File: config.mk
export PLATFORM = sky130hd
export DESIGN_NAME = bcq_buffer
export DESIGN_NICKNAME = d
export VERILOG_FILES = /design/src/design/bcq_pkg.sv /design/src/design/bcq_buffer.sv
export SDC_FILE = /design/constraint.sdc
export NUM_CORES = 2
export LEC_CHECK = 0
export BUFFER_PORTS_ARGS = -buffer_cell sky130_fd_sc_hd__buf_2
export CAP_MARGIN = 20
export CORE_MARGIN = 2
export CORE_UTILIZATION = 30
export CTS_CLUSTER_SIZE = 40
export DETAILED_ROUTE_END_ITERATION = 8
export MAX_ROUTING_LAYER = met4
export SYNTH_ARGS = -nofsm -noshare
export SYNTH_HDL_FRONTEND = slang
export SYNTH_SLANG_ARGS = --single-unit
File: constraint.sdc
create_clock -name clk -period 2.6 [get_ports clk]
set_input_delay 0.13 -clock clk [delete_from_list [all_inputs] [get_ports clk]]
set_output_delay 0.13 -clock clk [all_outputs]
set_load 0.02 [all_outputs]
File: src/design/bcq_pkg.sv
`timescale 1ns / 1ps
// ----------------------------------------------------------------------------
// bcq_pkg
// Opcodes, command bytes, buffer port type and small helpers of the
// bitmap coprocessor command queue.
// ----------------------------------------------------------------------------
package bcq_pkg;

	localparam int BUF_AW = 8;
	localparam int ENTRY_W = 20;

	localparam logic [3:0] OP_DISPATCH = 4'h0;
	localparam logic [3:0] OP_SCATTER  = 4'h1;
	localparam logic [3:0] OP_KEY      = 4'h2;
	localparam logic [3:0] OP_COUNT    = 4'h3;
	localparam logic [3:0] OP_FILL     = 4'h4;
	localparam logic [3:0] OP_MERGE    = 4'h5;
	localparam logic [3:0] OP_SWAPCNT  = 4'h6;
	localparam logic [3:0] OP_SWAP     = 4'h7;
	localparam logic [3:0] OP_MUL      = 4'h8;
	localparam logic [3:0] OP_ORIG     = 4'h9;
	localparam logic [3:0] OP_NEW      = 4'hA;
	localparam logic [3:0] OP_SCALE    = 4'hB;

	localparam logic [7:0] CMD_SCATTER = 8'h01;
	localparam logic [7:0] CMD_KEY     = 8'h03;
	localparam logic [7:0] CMD_MERGE   = 8'h05;
	localparam logic [7:0] CMD_SWAP    = 8'h06;
	localparam logic [7:0] CMD_MUL     = 8'h09;
	localparam logic [7:0] CMD_SCALE   = 8'h0D;
	localparam logic [7:0] CMD_NOP     = 8'h0F;

	localparam logic [7:0] ADDR_HI   = 8'h80;
	localparam logic [1:0] MUL_LAST  = 2'd3;

	typedef struct packed {
		logic              re;
		logic [BUF_AW-1:0] raddr;
		logic              we;
		logic [BUF_AW-1:0] waddr;
		logic [7:0]        wdata;
	} buf_req_t;

	function automatic logic [7:0] half_signed(input logic [7:0] v);
		return {v[7], v[7:1]};
	endfunction

	// byte touched by column pair j of a scatter entry
	function automatic logic [7:0] scatter_byte(input logic [7:0] lo, input logic [1:0] j);
		return {3'b000, j[1], lo[4:2], j[0]};
	endfunction

	function automatic logic [7:0] scatter_merge(input logic [7:0] cur, input logic [1:0] lo2,
			input logic bl, input logic bh);
		logic [2:0] pos;
		logic [7:0] r;
		pos = 3'd6 - {lo2, 1'b0};
		r = cur;
		r[pos] = bl;
		r[pos + 3'd1] = bh;
		return r;
	endfunction

	function automatic logic [7:0] nibble_merge(input logic [7:0] cur, input logic [7:0] v,
			input logic [3:0] key);
		logic [7:0] r;
		r = cur;
		if (v[7:4] != key) r[7:4] = v[7:4];
		if (v[3:0] != key) r[3:0] = v[3:0];
		return r;
	endfunction

endpackage

File: src/design/bcq_buffer.sv
`timescale 1ns / 1ps
// ----------------------------------------------------------------------------
// bcq_buffer
// 256-byte data buffer, one write and one registered read per cycle.
// Per-byte valid bits make unwritten bytes read as zero after reset.
// ----------------------------------------------------------------------------
module bcq_buffer (
	input  logic              clk,
	input  logic              arst_n,
	input  bcq_pkg::buf_req_t ctl,
	output logic [7:0]        rdata
);
	import bcq_pkg::*;

	localparam int DEPTH = 1 << BUF_AW;

	logic [7:0]       mem [DEPTH];
	logic [DEPTH-1:0] vld_q;
	logic [7:0]       mem_rd_q;
	logic             rd_vld_q;

	always_ff @(posedge clk) begin
		if (ctl.we) begin
			mem[ctl.waddr] <= ctl.wdata;
		end
		if (ctl.re) begin
			mem_rd_q <= mem[ctl.raddr];
		end
	end

	always_ff @(posedge clk or negedge arst_n) begin
		if (!arst_n) begin
			vld_q    <= '0;
			rd_vld_q <= 1'b0;
		end else begin
			if (ctl.we) vld_q[ctl.waddr] <= 1'b1;
			if (ctl.re) rd_vld_q <= vld_q[ctl.raddr];
		end
	end

	assign rdata = rd_vld_q ? mem_rd_q : 8'h00;
endmodule

# Word-level counts from Yosys, hierarchy flattened

Memories as Yosys holds them, arrays and structs flattened. A register that Yosys moved wholly into a read port is not among the register bits.
Cells that the tools add are included.

Mux-type cells: 7
Reduce and logical (&&, ||, !) cells: 1
Bitwise logic cells: 1
Order comparisons: 3

Operators by type and width:

| cell                                                       | number |
|---|---|
| OR 256 bit                                                 | 1 |
| less-than comparator 8 x 9 -> 1 bit, second input constant | 2 |
| binary-select mux 1 bit (select 8 bit)                     | 1 |
| demux 1 bit (select 8 bit)                                 | 1 |
| >= comparator 8 x 1 -> 1 bit, second input constant        | 1 |
| 2-to-1 mux 8 bit                                           | 1 |
| 2-to-1 mux 1 bit                                           | 4 |
| logical AND 1 bit                                          | 1 |

RAM bits: 2048
Register bits: 257
Bits of input ports: 28
Logic and storage cells: 15
Memories kept: 1
Output and inout bits: 8

Memory list:

| name | words | bits a word | rd ports | clocked after memory_dff | write ports | line             | source |
|---|---|---|---|---|---|---|---|
| mem  | 256   | 8           | 1        | 1                        | 1           | bcq_buffer.sv:17 | `logic [7:0] mem [DEPTH];` |

# Logic depth before layout (Yosys ltp)

Word-level depth: 5
Gate-level depth with buffers: 12

# Least setup slack after synthesis

Ideal clock, no wire load.

Path kind: input to register
Start point: input ctl[18] (netlist name)
End point: register mem_rd_q[4] (read register of mem), data pin
Library setup time: 0.262 ns
Stages on the path: 10
Slack: -0.033 ns
Data required time: 2.338 ns
Arrival time: 2.371 ns
Path buffers: 4
Cells stage by stage: buf_2 buf_2 clkbuf_1 buf_1 mux4_2 a22oi_1 a21oi_1 nor4_1 o22ai_1 or2_2

RTL lines:

| element     | line             | source |
|---|---|---|
| from (decl) | bcq_buffer.sv:10 | `input bcq_pkg::buf_req_t ctl,` |
| to (decl)   | bcq_buffer.sv:19 | `logic [7:0] mem_rd_q;` |

==> flow_summary.json <==
{
  "origin_of_the_critical_flop_to_flop_path": "mem[91][0]",
  "initial_antenna_violation_count": 15,
  "dpl_cell_area_sq_mm": 0.0988,
  "synth.mux.area_fraction_pct": 14.7,
  "switching_share_pct": 21.7,
  "drt-initial-drc-count": 5352,
  "synth_cells": 4286,
  "synth-edff-count": 2056,
  "number_of_buffers_created_by_cts": 227,
  "clock_path_buffers": 3,
  "hp-start": "ctl[23]",
  "area_growth_syn_to_layout_pct": 20.7,
  "grt_first_pass_wirelength_mm": 340,
  "hold_path.class": "in2reg",
  "detailed_route_via_count": 45600,
  "chipWidth_microns": 548,
  "synth.cell_area_sq_mm": 0.0887,
  "die_h_microns": 548,
  "ys_top_cells_by_area": "sky130_fd_sc_hd__edfxtp_1 70%, sky130_fd_sc_hd__mux4_2 14%, sky130_fd_sc_hd__dfrtp_1 7.3%, sky130_fd_sc_hd__a22oi_1 2.2%, sky130_fd_sc_hd__or2_2 1.9%",
  "grt_max_degree": 121,
  "mappedNetlistNets": 4314,
  "start_util_pct": 30.2,
  "netlist_top_cells_count": "2056 x sky130_fd_sc_hd__edfxtp_1, 565 x sky130_fd_sc_hd__mux4_2, 266 x sky130_fd_sc_hd__nor2_1, 266 x sky130_fd_sc_hd__or2_2, 258 x sky130_fd_sc_hd__a22oi_1",
  "synth_top_family_by_area": "multiplexers",
  "grt-ovfl-total": 0,
  "cell_count_after_placement": 8630,
  "cts_tree": "done",
  "synthAdderAreaFrac_pct": 0,
  "netlist.top_cell.by_area": "sky130_fd_sc_hd__edfxtp_1",
  "tightest_slew_ps": 1080,
  "synth-compound-area-share_pct": 3.33,
  "wl_per_cell_microns": 26.0,
  "final_design_area_no_fill_sq_mm": 0.107,
  "num-nets-final": 4987,
  "synth_area_per_cell_sq_um": 20.7,
  "reg2reg_depth": 7,
  "synth_ff_type": "sky130_fd_sc_hd__edfxtp_1",
  "rsz0062_at_grt": "yes",
  "routed_wirelength_mm": 236,
  "synth.most_common_cell": "sky130_fd_sc_hd__edfxtp_1",
  "final_critical_path_setup_slack_ps": -15.6,
  "critical_path.max_fanout": 1,
  "timing.rr.end": "mem_rd_q[0]",
  "critPathKind": "reg2reg",
  "fin_setup_tns_ps": -15.6,
  "post_drt_via_cell_ratio": 5.02,
  "slew_headroom_pct": 27.9,
  "status": "finished with violations",
  "cts_sinks": 2313,
  "die_area_sq_mm": 0.300,
  "worst_endpoint_data_arrival_time_ps": 3240,
  "fin_worst_skew_ps": 60.3,
  "critPathCaptureType": "register",
  "worst_hold_path.endpoint": "rd_vld_q",
  "top_level_ports": 36,
  "power.density_cell_area_mw_per_mm2": 735,
  "worst-r2r-setup-slack_ps": -20,
  "drtAntennaViolNets": 0,
  "pwr-share-comb_pct": 6.0,
  "clk-insertion-delay-late_ps": 880,
  "final_min_period_over_clock_period_pct": 101,
  "finalSetupViolCount": 1,
  "floorplan.core_area_sq_mm": 0.294,
  "internal_power_mw": 61.6,
  "buffer_ports.inserted": 35,
  "timing.final.max_slew_violations": 0,
  "power_switching_mw": 17.1,
  "synth_top_cell_area_share_pct": 69.6,
  "synth_xor_area_share_pct": 0,
  "ys_warn_count": 0,
  "fp-row-count": 199,
  "detailedPlace.worstSlack_ps": -1130,
  "drt_pre_antenna_iters": 6,
  "dpl.hpwl_mm": 153,
  "root_buffer": "sky130_fd_sc_hd__clkbuf_16",
  "total_power_mw": 78.7,
  "groute.usage.overall_pct": 16.0,
  "ys_types": 36,
  "start_kind": "register",
  "part_of_the_yosys_area_used_for_sequential_elements_pct": 76.9,
  "cap_violations": 0,
  "violations": "negative setup slack",
  "gp_congestion": 0.878,
  "static-leakage-power_nw": 36.1,
  "fin_crit_ps": 2620,
  "number_of_global_route_vias_before_repair": 46700,
  "layout-drive-gt1-share_pct": 37.3,
  "power_share_of_the_clock_group_pct": 41.8,
  "finalHoldViolations": 0,
  "synth_simple_gate_area_share_pct": 3.90,
  "whs_path_depth": 5,
  "ir_worst_vdd_uv": 754,
  "synth_seq_cells": 2313,
  "power.sequential.fraction_pct": 52.2,
  "post_layout_nonfiller_instances": 9091,
  "timing.fmax_ghz": 0.382,
  "n_fill_cell": 26700,
  "drc": 0,
  "cts.htree.levels": 4,
  "clkTransAtPathRegs_ps": 60,
  "async_flop_share_pct": 11.1,
  "crit_required_ps": 3220
}
routing by layer:
metal	vias up	share of wire [%]	GRT usage [%]
met4	0	2.9	4.58
met3	338	6.9	2.47
met5	-	0	-
met1	24500	41	21.0
li1	19000	-	-
met2	1732	49	25.6
logic make-up after synthesis:
kind of cell,after synthesis
DFF,2313
and+or+nand+nor,680
muxes,596
AOI/OAI and AO/OA,439
buffers and inverters,258
layout make-up:
type	instances	area (sq um)	area share, %
clock buffer	305	6270	5.86
inverter	5	18.8	0.0175
sequential	2313	68200	63.7
clock inverter	127	1280	1.19
timing repair buffer	697	6450	6.02
multi-input combinational	1715	20000	18.6
antenna	10	25.0	0.0234
tap	3919	4900	4.58
repair_timing:
action	in CTS	in global routing
hold endpoints to repair	1254	0
buffers inserted	0	2
gates resized for setup	47	44
hold buffers	19	0
setup endpoints to repair	9	9
pin swaps	15	17
registers in the layout (all words and copies together), names as in the netlist:
signal,cells
rd_vld_q,1
vld_q,256
mem,2048
mem_rd_q,8
cell usage in the layout (no fill, tap or decap), types with 11 or more instances in the layout:
| cell type | instances |
|---|---|
| sky130_fd_sc_hd__or2_2 | 264 |
| sky130_fd_sc_hd__a22oi_2 | 20 |
| sky130_fd_sc_hd__mux4_2 | 565 |
| sky130_fd_sc_hd__clkinv_2 | 37 |
| sky130_fd_sc_hd__mux2i_1 | 28 |
| sky130_fd_sc_hd__buf_8 | 11 |
| sky130_fd_sc_hd__buf_4 | 553 |
| sky130_fd_sc_hd__dfrtp_1 | 257 |
| sky130_fd_sc_hd__nand2_1 | 29 |
| sky130_fd_sc_hd__clkbuf_1 | 49 |
| sky130_fd_sc_hd__clkbuf_8 | 28 |
| sky130_fd_sc_hd__edfxtp_1 | 2056 |
| sky130_fd_sc_hd__o22ai_1 | 17 |
| sky130_fd_sc_hd__nand3_1 | 31 |
| sky130_fd_sc_hd__a21oi_2 | 17 |
| sky130_fd_sc_hd__nor2_1 | 264 |
| sky130_fd_sc_hd__nand4_1 | 12 |
| sky130_fd_sc_hd__nor4_2 | 15 |
| sky130_fd_sc_hd__nor2b_1 | 13 |
| sky130_fd_sc_hd__a22oi_1 | 238 |
| sky130_fd_sc_hd__dlygate4sd3_1 | 18 |
| sky130_fd_sc_hd__bufinv_16 | 17 |
| sky130_fd_sc_hd__nor4_1 | 12 |
| sky130_fd_sc_hd__buf_12 | 90 |
| sky130_fd_sc_hd__a21oi_1 | 115 |
| sky130_fd_sc_hd__clkinv_1 | 47 |
| sky130_fd_sc_hd__clkbuf_16 | 228 |
| sky130_fd_sc_hd__buf_2 | 24 |
worst max path at each step:
stage / startpoint / to / slack, ps / cells after the start
final: mem[91][0] / mem_rd_q[0] / -20 / 7
after global routing: mem[90][0] / mem_rd_q[0] / -2 / 7
after CTS: mem[190][4] / mem_rd_q[4] / 3 / 7
after detailed placement: ctl[17] / mem_rd_q[2] / -1130 / 10
after global placement: ctl[17] / mem_rd_q[2] / -1100 / 10
after floorplan: ctl[18] / mem_rd_q[0] / 0.2 / 10
critical path, stage by stage, from the launching register on:
cell,delay (ps)
sky130_fd_sc_hd__edfxtp_1,350
sky130_fd_sc_hd__mux4_2,500
sky130_fd_sc_hd__a22oi_1,360
sky130_fd_sc_hd__a21oi_1,290
sky130_fd_sc_hd__nor4_2,310
sky130_fd_sc_hd__buf_4,210
sky130_fd_sc_hd__o22ai_1,70
sky130_fd_sc_hd__or2_2,280
power groups by stage:
stage                     Combinational [mW]  Clock [mW]  Sequential (mW)
after floorplan                         2.22           0             41.8
after global placement                  4.57           0             41.8
after detailed placement                4.64           0             41.8
after CTS                               4.74        33.4             41.1
after global routing                    5.01        34.9             41.1
final                                   4.74        32.9             41.1
per-stage QoR:
stage / hold slack [ps] / util, %
after floorplan: -166 / -
after global placement: 199 / 33.6
after detailed placement: 204 / 33.6
after CTS: 31.4 / 36.3
after global routing: 26.1 / 36.4
final: 38.2 / 36.4
No activity file was read; power rests on OpenSTA's default activity.
